File: config.mk
export PLATFORM = sky130hd
export DESIGN_NAME = ubx_payload_extractor_top
export DESIGN_NICKNAME = d
export VERILOG_FILES = /design/src/upe_pkg.sv /design/src/upe_parser_core.sv /design/src/ubx_payload_extractor_top.sv
export SDC_FILE = /design/constraint.sdc
export NUM_CORES = 1
export LEC_CHECK = 0
export CAP_MARGIN = 20
export CORE_MARGIN = 2
export CORE_UTILIZATION = 45
export CTS_CLUSTER_DIAMETER = 100
export DETAILED_ROUTE_END_ITERATION = 10
export DONT_BUFFER_PORTS = 1
export PLACE_DENSITY_LB_ADDON = 0.2
export SLEW_MARGIN = 30
export SYNTH_ARGS = -nofsm -noshare
export SYNTH_HDL_FRONTEND = slang
export SYNTH_SLANG_ARGS = --single-unit
File: constraint.sdc
create_clock -name clk -period 5.45 [get_ports clk]
set_input_delay 0.8175 -clock clk [delete_from_list [all_inputs] [get_ports clk]]
set_output_delay 0.8175 -clock clk [all_outputs]
set_load 0.01 [all_outputs]
File: src/upe_pkg.sv
// Package: shared types, codes and constants for the frame payload extractor.
`default_nettype none
package upe_pkg;

    localparam int LENGTH_BITS_DEFAULT = 16;

    localparam logic [7:0] SYNC_FIRST  = 8'hB5;
    localparam logic [7:0] SYNC_SECOND = 8'h62;

    localparam logic [7:0]  WANT_CLASS_RESET    = 8'd1;
    localparam logic [7:0]  WANT_MESSAGE_RESET  = 8'd7;
    localparam logic [15:0] TIMEOUT_TICKS_RESET = 16'd3000;

    typedef enum logic [1:0] {
        FUNC_BYTE  = 2'd0,
        FUNC_TICK  = 2'd1,
        FUNC_START = 2'd2
    } func_t;

    typedef enum logic [1:0] {
        ST_PAYLOAD = 2'd0,
        ST_EMPTY   = 2'd1,
        ST_TIMEOUT = 2'd2
    } status_t;

    typedef enum logic [1:0] {
        CFG_WANT_CLASS    = 2'd0,
        CFG_WANT_MESSAGE  = 2'd1,
        CFG_TIMEOUT_TICKS = 2'd2
    } cfg_index_t;

    typedef enum logic [2:0] {
        PH_SYNC1 = 3'd0,
        PH_SYNC2 = 3'd1,
        PH_CLASS = 3'd2,
        PH_MSG   = 3'd3,
        PH_LENLO = 3'd4,
        PH_LENHI = 3'd5,
        PH_DATA  = 3'd6
    } phase_t;

    typedef struct packed {
        logic [7:0]  want_class;
        logic [7:0]  want_message;
        logic [15:0] timeout_ticks;
    } cfg_t;

    typedef struct packed {
        logic        valid;
        logic [1:0]  status;
        logic [7:0]  payload_data;
        logic [15:0] byte_index;
        logic [15:0] frame_length;
        logic        last;
    } result_t;

endpackage
`default_nettype wire

File: src/upe_parser_core.sv
// Frame parser core: arming, header hunt, length capture, payload indexing and timeout.
`default_nettype none
module upe_parser_core #(
    parameter int LENGTH_BITS = upe_pkg::LENGTH_BITS_DEFAULT
) (
    input  wire logic            clk,
    input  wire logic            rst_n,
    input  wire logic            step,
    input  wire logic [1:0]      func,
    input  wire logic [7:0]      rx_data,
    input  wire upe_pkg::cfg_t   cfg,
    output upe_pkg::result_t     res
);

    logic                   armed_reg;
    logic                   armed_next;
    upe_pkg::phase_t        phase_reg;
    upe_pkg::phase_t        phase_next;
    logic [LENGTH_BITS-1:0] length_reg;
    logic [LENGTH_BITS-1:0] length_next;
    logic [LENGTH_BITS-1:0] count_reg;
    logic [LENGTH_BITS-1:0] count_next;
    logic [15:0]            elapsed_reg;
    logic [15:0]            elapsed_next;

    logic [16:0]            tick_sum;
    logic [LENGTH_BITS:0]   count_inc;
    logic [15:0]            low16;
    logic [15:0]            full16;
    logic [15:0]            index16;
    logic [15:0]            length16;
    logic [LENGTH_BITS-1:0] header_length;

    always_ff @(posedge clk or negedge rst_n)
    begin
        if (!rst_n)
        begin
            armed_reg   <= 1'b0;
            phase_reg   <= upe_pkg::PH_SYNC1;
            length_reg  <= '0;
            count_reg   <= '0;
            elapsed_reg <= '0;
        end
        else if (step)
        begin
            armed_reg   <= armed_next;
            phase_reg   <= phase_next;
            length_reg  <= length_next;
            count_reg   <= count_next;
            elapsed_reg <= elapsed_next;
        end
    end

    always_comb
    begin
        tick_sum      = {1'b0, elapsed_reg} + 17'd1;
        count_inc     = {1'b0, count_reg} + {{LENGTH_BITS{1'b0}}, 1'b1};
        low16         = {8'h00, rx_data};
        full16        = {rx_data, length_reg[7:0]};
        header_length = full16[LENGTH_BITS-1:0];
        index16       = '0;
        index16[LENGTH_BITS-1:0] = count_reg;
        length16      = '0;
        length16[LENGTH_BITS-1:0] = length_reg;

        armed_next   = armed_reg;
        phase_next   = phase_reg;
        length_next  = length_reg;
        count_next   = count_reg;
        elapsed_next = elapsed_reg;

        res              = '0;
        res.status       = upe_pkg::ST_PAYLOAD;

        if (func == upe_pkg::FUNC_START)
        begin
            armed_next   = 1'b1;
            phase_next   = upe_pkg::PH_SYNC1;
            length_next  = '0;
            count_next   = '0;
            elapsed_next = '0;
        end
        else if (armed_reg && func == upe_pkg::FUNC_TICK)
        begin
            if (tick_sum > {1'b0, cfg.timeout_ticks})
            begin
                armed_next = 1'b0;
                res.valid  = 1'b1;
                res.status = upe_pkg::ST_TIMEOUT;
                res.last   = 1'b1;
            end
            else
            begin
                elapsed_next = tick_sum[15:0];
            end
        end
        else if (armed_reg && func == upe_pkg::FUNC_BYTE)
        begin
            unique case (phase_reg)
                upe_pkg::PH_SYNC1:
                    phase_next = (rx_data == upe_pkg::SYNC_FIRST) ?
                                 upe_pkg::PH_SYNC2 : upe_pkg::PH_SYNC1;
                upe_pkg::PH_SYNC2:
                    phase_next = (rx_data == upe_pkg::SYNC_SECOND) ?
                                 upe_pkg::PH_CLASS : upe_pkg::PH_SYNC1;
                upe_pkg::PH_CLASS:
                    phase_next = (rx_data == cfg.want_class) ?
                                 upe_pkg::PH_MSG : upe_pkg::PH_SYNC1;
                upe_pkg::PH_MSG:
                    phase_next = (rx_data == cfg.want_message) ?
                                 upe_pkg::PH_LENLO : upe_pkg::PH_SYNC1;
                upe_pkg::PH_LENLO:
                begin
                    length_next = low16[LENGTH_BITS-1:0];
                    phase_next  = upe_pkg::PH_LENHI;
                end
                upe_pkg::PH_LENHI:
                begin
                    length_next = header_length;
                    count_next  = '0;
                    if (header_length == '0)
                    begin
                        armed_next = 1'b0;
                        phase_next = upe_pkg::PH_SYNC1;
                        res.valid  = 1'b1;
                        res.status = upe_pkg::ST_EMPTY;
                        res.last   = 1'b1;
                    end
                    else
                    begin
                        phase_next = upe_pkg::PH_DATA;
                    end
                end
                upe_pkg::PH_DATA:
                begin
                    res.valid        = 1'b1;
                    res.status       = upe_pkg::ST_PAYLOAD;
                    res.payload_data = rx_data;
                    res.byte_index   = index16;
                    res.frame_length = length16;
                    res.last         = (count_inc >= {1'b0, length_reg});
                    count_next       = count_inc[LENGTH_BITS-1:0];
                    if (count_inc >= {1'b0, length_reg})
                    begin
                        armed_next = 1'b0;
                        phase_next = upe_pkg::PH_SYNC1;
                    end
                end
                default:
                    phase_next = upe_pkg::PH_SYNC1;
            endcase
        end
    end

endmodule
`default_nettype wire

File: src/ubx_payload_extractor_top.sv
// Top level: configuration registers, request handshake and result register.
//
// Requests arrive on the input channel (in_valid/in_ready) carrying func and
// rx_data: a start request arms the search, byte requests step the header
// hunt and payload extraction, tick requests count towards the timeout.
// Results leave on the output channel (out_valid/out_ready): one result per
// payload byte, one for an empty frame, or one for a timeout.
// A request's result is registered in the output register at the edge that
// accepts it. Requests are taken one per cycle while in_ready is high, each
// stepping the parser state once.
// in_ready is high while the output register is empty or being drained, so
// a stalled receiver holds the current result and stops new requests only
// once that register is full; nothing is lost or repeated.
// Configuration writes (cfg_we, cfg_index, cfg_data) take effect at the next
// edge; the user makes them only while the block is idle (the block has no check).
// Reset disarms the parser, empties the output register and restores the
// configuration defaults: class 1, message 7, timeout 3000 ticks.
`default_nettype none
module ubx_payload_extractor_top #(
    parameter int LENGTH_BITS = upe_pkg::LENGTH_BITS_DEFAULT
) (
    input  wire logic        clk,
    input  wire logic        rst_n,
    input  wire logic        cfg_we,
    input  wire logic [1:0]  cfg_index,
    input  wire logic [15:0] cfg_data,
    input  wire logic        in_valid,
    output logic             in_ready,
    input  wire logic [1:0]  func,
    input  wire logic [7:0]  rx_data,
    output logic             out_valid,
    input  wire logic        out_ready,
    output logic [1:0]       status,
    output logic [7:0]       payload_data,
    output logic [15:0]      byte_index,
    output logic [15:0]      frame_length,
    output logic             last
);

    upe_pkg::cfg_t    cfg_reg;
    upe_pkg::result_t res;
    logic             step;
    logic             out_valid_reg;
    logic             out_valid_next;
    logic [1:0]       status_reg;
    logic [7:0]       payload_data_reg;
    logic [15:0]      byte_index_reg;
    logic [15:0]      frame_length_reg;
    logic             last_reg;

    assign in_ready = !out_valid_reg || out_ready;
    assign step     = in_valid && in_ready;

    always_ff @(posedge clk or negedge rst_n)
    begin
        if (!rst_n)
        begin
            cfg_reg.want_class    <= upe_pkg::WANT_CLASS_RESET;
            cfg_reg.want_message  <= upe_pkg::WANT_MESSAGE_RESET;
            cfg_reg.timeout_ticks <= upe_pkg::TIMEOUT_TICKS_RESET;
        end
        else if (cfg_we)
        begin
            unique case (cfg_index)
                upe_pkg::CFG_WANT_CLASS:    cfg_reg.want_class    <= cfg_data[7:0];
                upe_pkg::CFG_WANT_MESSAGE:  cfg_reg.want_message  <= cfg_data[7:0];
                upe_pkg::CFG_TIMEOUT_TICKS: cfg_reg.timeout_ticks <= cfg_data;
                default: ;
            endcase
        end
    end

    upe_parser_core #(
        .LENGTH_BITS (LENGTH_BITS)
    ) u_core (
        .clk     (clk),
        .rst_n   (rst_n),
        .step    (step),
        .func    (func),
        .rx_data (rx_data),
        .cfg     (cfg_reg),
        .res     (res)
    );

    always_comb
    begin
        out_valid_next = out_valid_reg && !out_ready;
        if (step)
        begin
            out_valid_next = res.valid;
        end
    end

    always_ff @(posedge clk or negedge rst_n)
    begin
        if (!rst_n)
        begin
            out_valid_reg <= 1'b0;
        end
        else
        begin
            out_valid_reg <= out_valid_next;
        end
    end

    always_ff @(posedge clk)
    begin
        if (step && res.valid)
        begin
            status_reg       <= res.status;
            payload_data_reg <= res.payload_data;
            byte_index_reg   <= res.byte_index;
            frame_length_reg <= res.frame_length;
            last_reg         <= res.last;
        end
    end

    assign out_valid    = out_valid_reg;
    assign status       = status_reg;
    assign payload_data = payload_data_reg;
    assign byte_index   = byte_index_reg;
    assign frame_length = frame_length_reg;
    assign last         = last_reg;

endmodule
`default_nettype wire

* Yosys cells after proc, flatten, opt, wreduce, memory -nomap -nowiden
Cells that the tools add are included.
** Word-level totals
- Output and inout bits :: 45
- Flip-flop bits (word level) :: 128
- Memory bits (writable) :: 0
- Memories :: 0
- Latch bits :: 0
- Logic and storage cells :: 112
- Input bits :: 33
- Memory bits (read-only) :: 0
** Cells by class
- Divide/modulo/power cells :: 0
- Add/sub/neg operators :: 2
- Reduce and logical (&&, ||, !) cells :: 29
- Bitwise operators :: 2
- Multiplexer cells :: 41
- Eq/ne operators :: 21
- Multipliers :: 0
- Order comparisons :: 2
- Shift operators :: 0
** Operators by type and width (count)
- two-way mux 16 bit :: 9
- two-way mux 44 bit :: 2
- two-way mux 40 bit :: 2
- one-hot mux 16 bit (2 select lines) :: 2
- adder 16 x 1 -> 17 bit, second input constant :: 2
- two-way mux 3 bit :: 9
- one-hot mux 3 bit (7 select lines) :: 1
- >= comparator 17 x 16 -> 1 bit :: 1
- greater-than comparator 17 x 16 -> 1 bit :: 1
- equality test 8 bit :: 2
- logical NOT 16 bit :: 1
- AND reduction 4 bit :: 3
- two-way mux 1 bit :: 11
- equality test 3 bit, second input constant :: 3
- nonzero test 3 bit :: 3
- equality test 8 x 7 -> 1 bit, second input constant :: 1
- equality test 8 bit, second input constant :: 1
- != test 4 x 1 -> 1 bit, second input constant :: 2
- equality test 3 x 2 -> 1 bit, second input constant :: 2
- != test 2 x 1 -> 1 bit, second input constant :: 3
- one-hot mux 3 bit (2 select lines) :: 1
- AND reduction 2 bit :: 3
- AND reduction 6 bit :: 1
- nonzero test 2 bit :: 3
- 17 further kinds :: 28

* Logic depth before layout (Yosys ltp)
Gate-level depths: netlist of run 1.
- Depth in word-level cells :: 7
- Depth in mapped cells :: 15
- Depth with buffers taken out :: 13

* Modules after synthesis
From an unflattened synthesis of run 1, not the netlist that was laid out.
** Second synthesis, totals
- Cell total of the unflattened synthesis :: 612
- Area total of the unflattened synthesis :: 6740.2 um^2
** Modules (own cells, without submodules)
- upe_parser_core :: area each 4161.5 um^2, seq. area each 1301.2 um^2, cells an instance 495, instances 1
- ubx_payload_extractor_top :: area each 2578.7 um^2, seq. area each 2130.8 um^2, cells an instance 117, instances 1

* Worst setup path before layout of run 1
No wires, ideal clock.
- Path type :: register to register
- From :: reg u_core.elapsed_reg[0]
- To :: reg byte_index_reg[0] (netlist: byte_index[0]), enable pin
- Slack :: 0.159 ns
- Period minus slack after synthesis :: 5.291 ns
- Required time :: 5.007 ns
- Arrival :: 4.848 ns
- Cell stages (with the launch flop) :: 14
- Setup time :: 0.443 ns
- Path buffers :: 1
- Cell sequence :: dfrtp_1 -> ha_1 -> nand3_2 -> or4_4 -> buf_6 -> or3_4 -> xnor2_1 -> ha_1 -> nand3_1 -> nor4_1 -> o31a_1 -> o31a_1 -> nor4_1 -> nor2_1
** Between the ends
- Word-level cells in the longest chain between the ends :: 6
** Ends and longest elaborated chain
- from (decl) :: line upe_parser_core.sv:23 : logic [15:0] elapsed_reg;
- from (signal assigned) :: line upe_parser_core.sv:50 : elapsed_reg <= elapsed_next;
- adder 16 x 1 -> 17 bit :: line upe_parser_core.sv:56 : tick_sum = {1'b0, elapsed_reg} + 17'd1;
- greater-than comparator 17 x 16 -> 1 bit :: line upe_parser_core.sv:85 : if (tick_sum > {1'b0, cfg.timeout_ticks})
- two-way mux 3 bit :: line upe_parser_core.sv:85
- two-way mux 3 bit :: line upe_parser_core.sv:83 : else if (armed_reg && func == upe_pkg::FUNC_TICK)
- two-way mux 44 bit :: line upe_parser_core.sv:75 : if (func == upe_pkg::FUNC_START)
- logical AND 1 bit :: line ubx_payload_extractor_top.sv:108 : if (step && res.valid)
- to (signal assigned) :: line ubx_payload_extractor_top.sv:112 : byte_index_reg <= res.byte_index;
- to (decl) :: line ubx_payload_extractor_top.sv:47 : logic [15:0] byte_index_reg;
No other way between the ends.
A chain may end at the register's enable or synchronous reset.

* Worst setup path after layout of run 1
- From :: reg u_core.elapsed_reg[0]
- To :: reg payload_data_reg[1] (netlist: payload_data[1]), enable pin
** Between the ends
- Word-level cells in the longest chain between the ends :: 6
** Ends and longest elaborated chain
- adder 16 x 1 -> 17 bit :: line upe_parser_core.sv:56
- greater-than comparator 17 x 16 -> 1 bit :: line upe_parser_core.sv:85
- two-way mux 3 bit :: line upe_parser_core.sv:85
- two-way mux 3 bit :: line upe_parser_core.sv:83
- two-way mux 44 bit :: line upe_parser_core.sv:75
- logical AND 1 bit :: line ubx_payload_extractor_top.sv:108
- to (signal assigned) :: line ubx_payload_extractor_top.sv:111 : payload_data_reg <= res.payload_data;
- to (decl) :: line ubx_payload_extractor_top.sv:46 : logic [7:0] payload_data_reg;
No other way between the ends.

==> impl_metrics.tcl, run 1 <==
set metrics [dict create \
    crit_chain "ha_1 -> nand3_2 -> or4_4 -> or3_4 -> xnor2_1 -> ha_1 -> nand3_1 -> nor2_1 -> a221o_1 -> o31a_1 -> nor4_1 -> nor2_4 -> buf_4" \
    drt-pass1-iter-count 7 \
    clock_skew_ns 0.008570 \
    start_util 0.4580 \
    drive_above_1_share 0.1588 \
    clk_path_buf_depth 2 \
    core_area_um2 15150 \
    utilization 0.5109 \
    swShare 0.2509 \
    synth.distinct_cells 64 \
    cts-root-buf "clkbuf_16" \
    tritoncts "done" \
    crit_required_ns 5.57 \
    boundaryPins 78 \
    routedWlPerCell_um 17.75 \
    ys_ff_latch 128 \
    max_slew_margin 0.4016 \
    path_clk_slew_ns 0.06 \
    fillers 1371 \
    slowest_stage "or4_4" \
    dp_slack_ns 1.052 \
    io_buffers 0 \
    grt_pass1_vias 4879 \
    seq_area_frac_synth 0.4948 \
    routed_wl_um 15300 \
    seqPwrFrac 0.441 \
    remaining_drc_errors 0 \
    numCtsBuffers 17 \
    worst_slack_ns 1.028 \
    max_stage_delay_ns 0.60 \
    final_common_cell "dfrtp_1" \
    fmax_ghz 0.2262 \
    end_kind "register" \
    syn_nets 731 \
    finalCriticalPeriod_ns 4.422 \
    finalCritPeriodShare 0.8113 \
    async_flop_share 0.6641 \
    finalHoldViolCount 0 \
    yosysWarnings 0 \
    cap_violations 0 \
    power.switching_mw 0.6521 \
    nets 728 \
    rsz0062_at_grt "false" \
    path_class "reg -> reg" \
    final-setup-viol-count 0 \
    dieArea_um2 16420 \
    syn2layout_area_growth_pct 11.56 \
    synth-edff-count 43 \
    hold_path.class "in -> async" \
    post-dp-hpwl_um 11130 \
    worstPathMaxFanout 43 \
    dpl.cell_count 830 \
    arrival_ns 4.54 \
    final_cell_mix "dfrtp_1, inv_1, nand2_1, edfxtp_1, nor2_1" \
    p_clk_frac 0.451 \
    synth_ff_type "dfrtp_1" \
    cts.sinks 128 \
    final_cells 862 \
    synth_area_um2 6937 \
    critical-path-top-delay-family "simple AND/OR/NAND/NOR gates" \
    row_count 45 \
    combinationalPowerShare 0.108 \
    antenna_left 0 \
    insertion_delay_ns 0.42 \
    dieHeight_um 128.2 \
    antennaDiodeCount 0 \
    largest_reg_flops 32 \
    cp_common_cell "ha_1" \
    post_cts_buffers 0 \
    worst-path-buf-inv 1 \
    tns_ns 0 \
    r2r_slack_ns 1.03 \
    vias_per_cell 5.782 \
    grt_max_degree 86 \
    htree_num_levels 4 \
    ctsHoldBuffers 0 \
    leakage_nw 3.311 \
    grt_pass1_wl_um 25050 \
    vias 4984 \
    internal_power_mw 1.947 \
    grt_overflow 0 \
    antenna_found_initial 0 \
    powerDensity_nw_per_um2 335.9 \
    grt_usage 0.1980 \
    die_w_um 128.2 \
    start_kind "register" \
    worst_pin_slew_ns 0.8958 \
    outcome "finished, final reports clean" \
    drt_iter0_drc 383 \
    cts_resized 0 \
    drv_slew 0 \
    peakVddDrop_v 0.0002136 \
    syn_inst 664 \
    syn_area_per_cell_um2 10.45 \
    place.gp.congestion 0.8562 \
]
-- worst paths after layout --
| kind | end | start | cells after the start |
|---|---|---|---|
| max in group asynchronous | cfg_reg[11]$_DFFE_PN1P_ | rst_n | 0 |
| worst max register to register | payload_data[1]$_SDFFCE_PP0P_ | u_core.elapsed_reg[0]$_DFFE_PN0P_ | 13 |
| worst min register to register | cfg_reg[13]$_DFFE_PN0P_ | cfg_reg[13]$_DFFE_PN0P_ | 1 |
| worst max-delay path | payload_data[1]$_SDFFCE_PP0P_ | u_core.elapsed_reg[0]$_DFFE_PN0P_ | 13 |
| min in group clk | cfg_reg[13]$_DFFE_PN0P_ | cfg_reg[13]$_DFFE_PN0P_ | 1 |
| worst min-delay path | u_core.count_reg[15]$_DFFE_PN0P_ | rst_n | 0 |
-- power groups by stage --
stage | sequential (mW) | combinational, mW | clock (mW)
final | 1.15 | 0.280 | 1.17
after global routing | 1.16 | 0.326 | 1.24
after CTS | 1.15 | 0.285 | 1.20
after detailed placement | 1.16 | 0.282 | 0
after global placement | 1.16 | 0.271 | 0
after floorplan | 1.14 | 0.234 | 0
-- cells in the mapped netlist, types with 19 or more instances --
cell      number  area share
a21oi_1       20       0.014
edfxtp_1      43        0.19
dfrtp_1       74        0.27
nand3_1       25       0.018
and2_1        26       0.023
xor2_1        19       0.024
nand2_1       47       0.025
inv_1         48       0.026
ha_1          34       0.061
xnor2_1       23       0.029
mux2_2        32       0.052
nor2_1        42       0.023
o21ai_0       34       0.025
clkbuf_1      20       0.011
-- per-stage QoR --
step | cell area (um^2) | hold slack, ns | total power, mW
global placement | 7101 | 0.4897 | 1.432
CTS | 7730 | 0.07013 | 2.630
floorplan | 6937 | 0.4635 | 1.378
global route | 7739 | 0.06596 | 2.723
finish | 7739 | 0.08701 | 2.599
detailed placement | 7108 | 0.4925 | 1.446
-- area by class of cell --
type / instances / area, um^2 / area share
timing repair buffer: 4 / 30.03 / 0.003880
clock inverter: 13 / 146.4 / 0.01892
tap: 188 / 235.2 / 0.03040
multi-input combinational: 462 / 3239 / 0.4186
sequential: 128 / 3432 / 0.4435
inverter: 48 / 180.2 / 0.02328
clock buffer: 19 / 475.5 / 0.06144
-- logic make-up after synthesis --
group / synth area share
compound gates: 0.1144
xor+xnor: 0.05303
fa+ha+maj: 0.06133
buf+inv: 0.04311
flops: 0.4948
mux: 0.05483
simple gates: 0.1786
-- layer usage --
| metal | GRT usage | wire [um] |
|---|---|---|
| met2 | 0.3237 | 7618 |
| met3 | 0.05092 | 679 |
| met1 | 0.2497 | 6653 |
| met5 | 0 | 0 |
| met4 | 0.08468 | 349 |
(Power assumes the default switching activity.)
==> run 2: changes to the inputs <==
ABC_AREA = 1   (was default)
clock period = 4.47 ns   (was 5.45 ns; I/O delays follow)
==> run 2 against run 1 <==
  * Critical path depth up 5
  * Power rose by 35%
  * Cell area fell by 0.24%
  * Critical path type unchanged
  * Global-route usage grew 0.50 points
  * Clock power rose by 28%
==> impl_metrics.tcl, run 2 <==
set metrics [dict create \
    dieArea_um2 16290 \
    peakVddDrop_v 0.0002624 \
    arrival_ns 3.76 \
    nets 862 \
    cap_violations 0 \
    syn_area_per_cell_um2 8.705 \
    internal_power_mw 2.524 \
    slowest_stage "buf_4" \
    core_area_um2 15090 \
    cts.sinks 128 \
    antenna_left 0 \
    synth_area_um2 6877 \
    max_slew_margin 0.5641 \
    outcome "finished, final reports clean" \
    p_clk_frac 0.429 \
    grt_pass1_vias 5202 \
    async_flop_share 0.6641 \
    numCtsBuffers 17 \
    antenna_found_initial 0 \
    boundaryPins 78 \
    htree_num_levels 4 \
    finalInstanceArea_um2 7720 \
    place.gp.congestion 0.9051 \
    crit_chain "ha_1 -> nand3_2 -> nor4_2 -> nand3b_1 -> xor2_1 -> inv_2 -> ha_1 -> nand2_1 -> nor2_1 -> nand2_1 -> nor2_1 -> nand2_1 -> nand4_1 -> nand3_1 -> nand3_1 -> nand2_1 -> inv_1 -> buf_4" \
    routed_wl_um 15490 \
    syn_inst 790 \
    worst_pin_slew_ns 0.6532 \
    largest_reg_flops 32 \
    synthTopCellsByArea "dfrtp_1, edfxtp_1, nand2_1" \
    power.total_mw 3.498 \
    remaining_drc_errors 0 \
    cp_common_cell "nand2_1" \
    grt_usage 0.2030 \
    row_count 45 \
    crit_required_ns 4.52 \
    leakage_nw 3.641 \
    grt_pass1_wl_um 25720 \
    worst-path-buf-inv 3 \
    finalHoldViolCount 0 \
    end_kind "register" \
    tns_ns 0 \
    dpl.cell_count 963 \
    dieHeight_um 127.6 \
    seqPwrFrac 0.406 \
    cts_resized 0 \
    synth_top_cell_by_area "dfrtp_1" \
    drt_iter0_drc 334 \
    worstPathMaxFanout 43 \
    drive_above_1_share 0.1163 \
    drt-pass1-iter-count 5 \
    dpl_cell_area_um2 7036 \
    max_stage_delay_ns 0.43 \
    finalCriticalPeriod_ns 3.705 \
    fillers 1413 \
    power.switching_mw 0.9737 \
    final_cell_mix "nand2_1, inv_1, nor2_1, dfrtp_1, nand3_1" \
    syn_nets 857 \
    ys_ff_latch 128 \
    rsz0062_at_grt "false" \
    combinationalPowerShare 0.165 \
    path_clk_slew_ns 0.06 \
    start_kind "register" \
    clk_path_buf_depth 2 \
    synthTopCellsByCount "nand2_1, inv_1, nor2_1" \
    final_common_cell "nand2_1" \
    antennaDiodeCount 0 \
    yosysMostFrequentCell "nand2_1" \
    clock_skew_ns 0.008979 \
    synth-edff-count 43 \
    yosysTopAreaCellShare 0.2693 \
    final-setup-viol-count 0 \
    drv_slew 0 \
    cts-root-buf "clkbuf_16" \
    start_util 0.4557 \
    timing.hold.ws_ns 0.09838 \
    vias 5235 \
    synth.distinct_cells 41 \
    routedWlPerCell_um 15.56 \
    io_buffers 0 \
    swShare 0.2784 \
    vias_per_cell 5.256 \
    insertion_delay_ns 0.42 \
    critical-path-top-delay-family "simple AND/OR/NAND/NOR gates" \
    finalCritPeriodShare 0.8288 \
    post-dp-hpwl_um 11260 \
    synth_ff_type "dfrtp_1" \
    path_class "reg -> reg" \
    yosysWarnings 0 \
    seq_area_frac_synth 0.4991 \
    hold_path.class "in -> async" \
    grt_max_degree 75 \
    final_cells 996 \
    r2r_slack_ns 0.77 \
    fmax_ghz 0.2699 \
    grt_overflow 0 \
    powerDensity_nw_per_um2 453.1 \
    tritoncts "done" \
    syn2layout_area_growth_pct 12.26 \
    die_w_um 127.6 \
]
run 2: cell count changes in the layout (fill, tap and decap cells not counted), moves of 19 or more:
cell and change:
nand2_1 +121, inv_1 +64, mux2_2 -32, xnor2_1 -19, and2_1 -23, nor2_1 +40, nand3_1 +22
run 2: worst paths after layout:
path | endpoint | cells past startpoint | from
max | byte_index[15]$_SDFFCE_PP0P_ | 18 | u_core.elapsed_reg[0]$_DFFE_PN0P_
min | cfg_reg[24]$_DFFE_PN1P_ | 0 | rst_n
max reg2reg | byte_index[15]$_SDFFCE_PP0P_ | 18 | u_core.elapsed_reg[0]$_DFFE_PN0P_
min reg2reg | u_core.armed_reg$_DFFE_PN0P_ | 2 | u_core.armed_reg$_DFFE_PN0P_
max in group asynchronous | out_valid$_DFF_PN0_ | 1 | rst_n
min in group clk | cfg_reg[9]$_DFFE_PN1P_ | 2 | cfg_data[9]
run 2: area by class of cell:
type | count | area [um^2] | area share
clock buffers | 22 | 506.7 | 0.06564
clock inverters | 10 | 142.6 | 0.01848
inverters | 130 | 488.0 | 0.06321
multi-input cells | 515 | 2873 | 0.3721
flip-flops and latches | 128 | 3432 | 0.4446
well taps | 188 | 235.2 | 0.03047
repair buffers | 3 | 42.54 | 0.005511
run 2: worst reg2reg max path, cell delays in order (launching register included):
cell      delay [ns]
dfrtp_1         0.40
ha_1            0.22
nand3_2         0.16
nor4_2          0.38
nand3b_1        0.16
xor2_1          0.21
inv_2           0.06
ha_1            0.29
nand2_1         0.06
nor2_1          0.18
nand2_1         0.09
nor2_1          0.12
nand2_1         0.07
nand4_1         0.11
nand3_1         0.15
nand3_1         0.11
nand2_1         0.07
inv_1           0.05
buf_4           0.43
run 2: what timing repair did:
item,4_1_cts,5_1_grt
hold buffers,1,0
buffers inserted,0,0
endpoints found under the hold margin,74,0
run 2: cells by family after synthesis:
family          count (synthesis)  synth area share
xor+xnor                       32           0.04076
buf+inv                       147           0.08424
compound gates                 88           0.07369
fa+ha+maj                      34           0.06186
flops                         128            0.4991
simple gates                  361            0.2404
run 2: through the flow:
step	worst slack, ns	utilization
6_report	0.7651	0.5116
5_1_grt	0.3863	0.5116
4_1_cts	0.7269	0.5111
3_5_place_dp	0.7168	0.4663
3_3_place_gp	0.9547	0.4663
2_1_floorplan	0.8010	-
run 2: power groups by stage:
stage	sequential, mW	clock [mW]	combinational (mW)
6_report	1.42	1.50	0.576
5_1_grt	1.44	1.57	0.672
4_1_cts	1.42	1.53	0.579
3_5_place_dp	1.44	0	0.557
3_3_place_gp	1.43	0	0.540
2_1_floorplan	1.42	0	0.437
run 2: layer usage:
metal / up-vias / GRT usage / wire (um) / share of wire
met5: - / 0 / 0 / 0
met4: 0 / 0.09179 / 333 / 0.021
met3: 24 / 0.04104 / 559 / 0.036
met2: 161 / 0.3435 / 7559 / 0.49
met1: 2468 / 0.2513 / 7040 / 0.45
li1: 2582 / - / - / -
==> run 3: changes to the inputs <==
clock period = 3.04 ns   (was 4.47 ns; I/O delays follow)
==> run 3 against run 2 <==
  * The flow now finishes with violations (negative setup slack)
  * Maximum frequency grew 17%
  * Utilization grew 3.6 points
  * Register-to-register slack lost 0.88 ns
  * Wire length grew 6.7%
  * Final cell count grew 4.2%
  * Flip-flop and latch count is the same
  * Combinational power grew 59%
  * Critical endpoint is now frame_length[2]$_SDFFCE_PP0P_
==> impl_metrics.tcl, run 3 (synthesized netlist as in run 2, its figures left out) <==
set metrics [dict create \
    finalCritPeriodShare 1.038 \
    critical-path-top-delay-family "simple AND/OR/NAND/NOR gates" \
    htree_num_levels 4 \
    worst-path-buf-inv 5 \
    max_stage_delay_ns 0.42 \
    insertion_delay_ns 0.42 \
    crit_required_ns 3.18 \
    p_clk_frac 0.392 \
    worstPathMaxFanout 6 \
    vias 5485 \
    final_common_cell "nand2_1" \
    post-dp-hpwl_um 11260 \
    routed_wl_um 16540 \
    outcome "finished, violations left" \
    cts.sinks 128 \
    tritoncts "done" \
    antenna_left 0 \
    slowest_stage "dfrtp_1" \
    grt_pass1_wl_um 26760 \
    boundaryPins 78 \
    nets 904 \
    path_class "reg -> reg" \
    drive_above_1_share 0.1976 \
    tns_ns -3.960 \
    syn2layout_area_growth_pct 20.21 \
    holdPathStages 2 \
    drt-pass1-iter-count 6 \
    crit_chain "ha_4 -> nand3_4 -> nor4_4 -> nand3b_1 -> xor2_1 -> inv_2 -> ha_4 -> nand2_2 -> nor2_4 -> buf_4 -> nand3_1 -> nand4_1 -> nand3_2 -> nand3_2 -> nand2_2 -> clkinvlp_4 -> buf_6 -> buf_16" \
    drv_slew 0 \
    finalCriticalPeriod_ns 3.154 \
    max_slew_margin 0.6406 \
    rsz0062_at_grt "true" \
    reg2reg_depth 18 \
    antenna_found_initial 0 \
    hold_path.class "in -> reg" \
    hold_end "cfg_reg[11]$_DFFE_PN1P_" \
    grt_pass1_vias 5319 \
    seqPwrFrac 0.422 \
    worst_slack_ns -0.1142 \
    swShare 0.3043 \
    fmax_ghz 0.3170 \
    arrival_ns 3.29 \
    row_count 45 \
    vias_per_cell 5.284 \
    largest_reg_flops 32 \
    numCtsBuffers 17 \
    r2r_slack_ns -0.11 \
    final_cells 1038 \
    powerDensity_nw_per_um2 598.7 \
    routedWlPerCell_um 15.93 \
    worstHoldStart "cfg_data[11]" \
    clock_skew_ns 0.008550 \
    grt_max_degree 86 \
    remaining_drc_errors 0 \
    finalHoldViolCount 0 \
    grt_usage 0.2109 \
    worst_pin_slew_ns 0.5385 \
    start_util 0.4557 \
    final_cell_mix "nand2_1, inv_1, nor2_1, dfrtp_1" \
    internal_power_mw 3.443 \
    io_buffers 0 \
    grt_overflow 0 \
    r2r_end "frame_length[2]$_SDFFCE_PP0P_" \
    timing.hold.ws_ns 0.1605 \
    antennaDiodeCount 0 \
    final-setup-viol-count 45 \
    violations "negative setup slack" \
    leakage_nw 3.908 \
    dieHeight_um 127.6 \
    peakVddDrop_v 0.0003698 \
    start_kind "register" \
    core_area_um2 15090 \
    cap_violations 0 \
    cts-root-buf "clkbuf_16" \
    die_w_um 127.6 \
    combinationalPowerShare 0.186 \
    clk_path_buf_depth 2 \
    dieArea_um2 16290 \
    power.total_mw 4.949 \
    fillers 1339 \
    dpl.cell_count 980 \
    end_kind "register" \
    power.switching_mw 1.506 \
    place.gp.congestion 0.8524 \
    drt_iter0_drc 394 \
    rr_startpoint "u_core.elapsed_reg[0]$_DFFE_PN0P_" \
    path_clk_slew_ns 0.06 \
]
[run 3: power by group through the flow]
stage | clock, mW | combinational, mW | sequential (mW)
global placement | 0 | 0.811 | 2.11
finish | 1.94 | 0.918 | 2.09
global route | 2.05 | 1.05 | 2.11
detailed placement | 0 | 0.837 | 2.12
CTS | 1.98 | 0.875 | 2.08
floorplan | 0 | 0.649 | 2.09
[run 3: metrics by stage]
step / util / area (um^2) / setup slack, ns
floorplan: - / 6937 / -0.2057
CTS: 0.5318 / 8024 / -0.06833
global placement: 0.4795 / 7236 / 0.007202
detailed placement: 0.4795 / 7236 / -0.1043
finish: 0.5478 / 8267 / -0.1142
global route: 0.5478 / 8267 / -0.2226
[run 3: worst max-delay path by stage]
stage,startpoint,to,slack [ns],cells past startpoint
6_report,u_core.elapsed_reg[0]$_DFFE_PN0P_,frame_length[2]$_SDFFCE_PP0P_,-0.11,18
5_1_grt,u_core.elapsed_reg[5]$_DFFE_PN0P_,frame_length[2]$_SDFFCE_PP0P_,-0.22,18
4_1_cts,u_core.elapsed_reg[6]$_DFFE_PN0P_,frame_length[2]$_SDFFCE_PP0P_,-0.07,18
3_5_place_dp,u_core.elapsed_reg[4]$_DFFE_PN0P_,payload_data[1]$_SDFFCE_PP0P_,-0.10,19
3_3_place_gp,u_core.elapsed_reg[4]$_DFFE_PN0P_,payload_data[7]$_SDFFCE_PP0P_,0.007,19
2_1_floorplan,u_core.elapsed_reg[6]$_DFFE_PN0P_,byte_index[0]$_SDFFCE_PP0P_,-0.21,17
[run 3: routing by layer]
metal  share of wire  vias to the layer above  track usage
met1            0.44                     2613       0.2635
li1                -                     2666            -
met4           0.026                        0      0.09179
met5               0                        -            0
met2            0.49                      173       0.3529
met3           0.044                       33      0.04690
[run 3: cell type report]
| type | instances | area [um^2] | share of cell area |
|---|---|---|---|
| flip-flops and latches | 128 | 3432 | 0.4152 |
| inverters | 130 | 494.2 | 0.05979 |
| clock buffers | 18 | 429.2 | 0.05191 |
| multi-input cells | 515 | 3088 | 0.3735 |
| well taps | 188 | 235.2 | 0.02845 |
| clock inverters | 14 | 132.6 | 0.01604 |
| repair buffers | 45 | 455.4 | 0.05509 |
[run 3: what timing repair did]
item,in CTS,in global routing
setup buffers,10,15
resized for setup,8,37
pin swaps,11,15
gates cloned,3,0
endpoints found under the setup margin,43,65
hold endpoints to repair,85,0
hold buffers,2,0
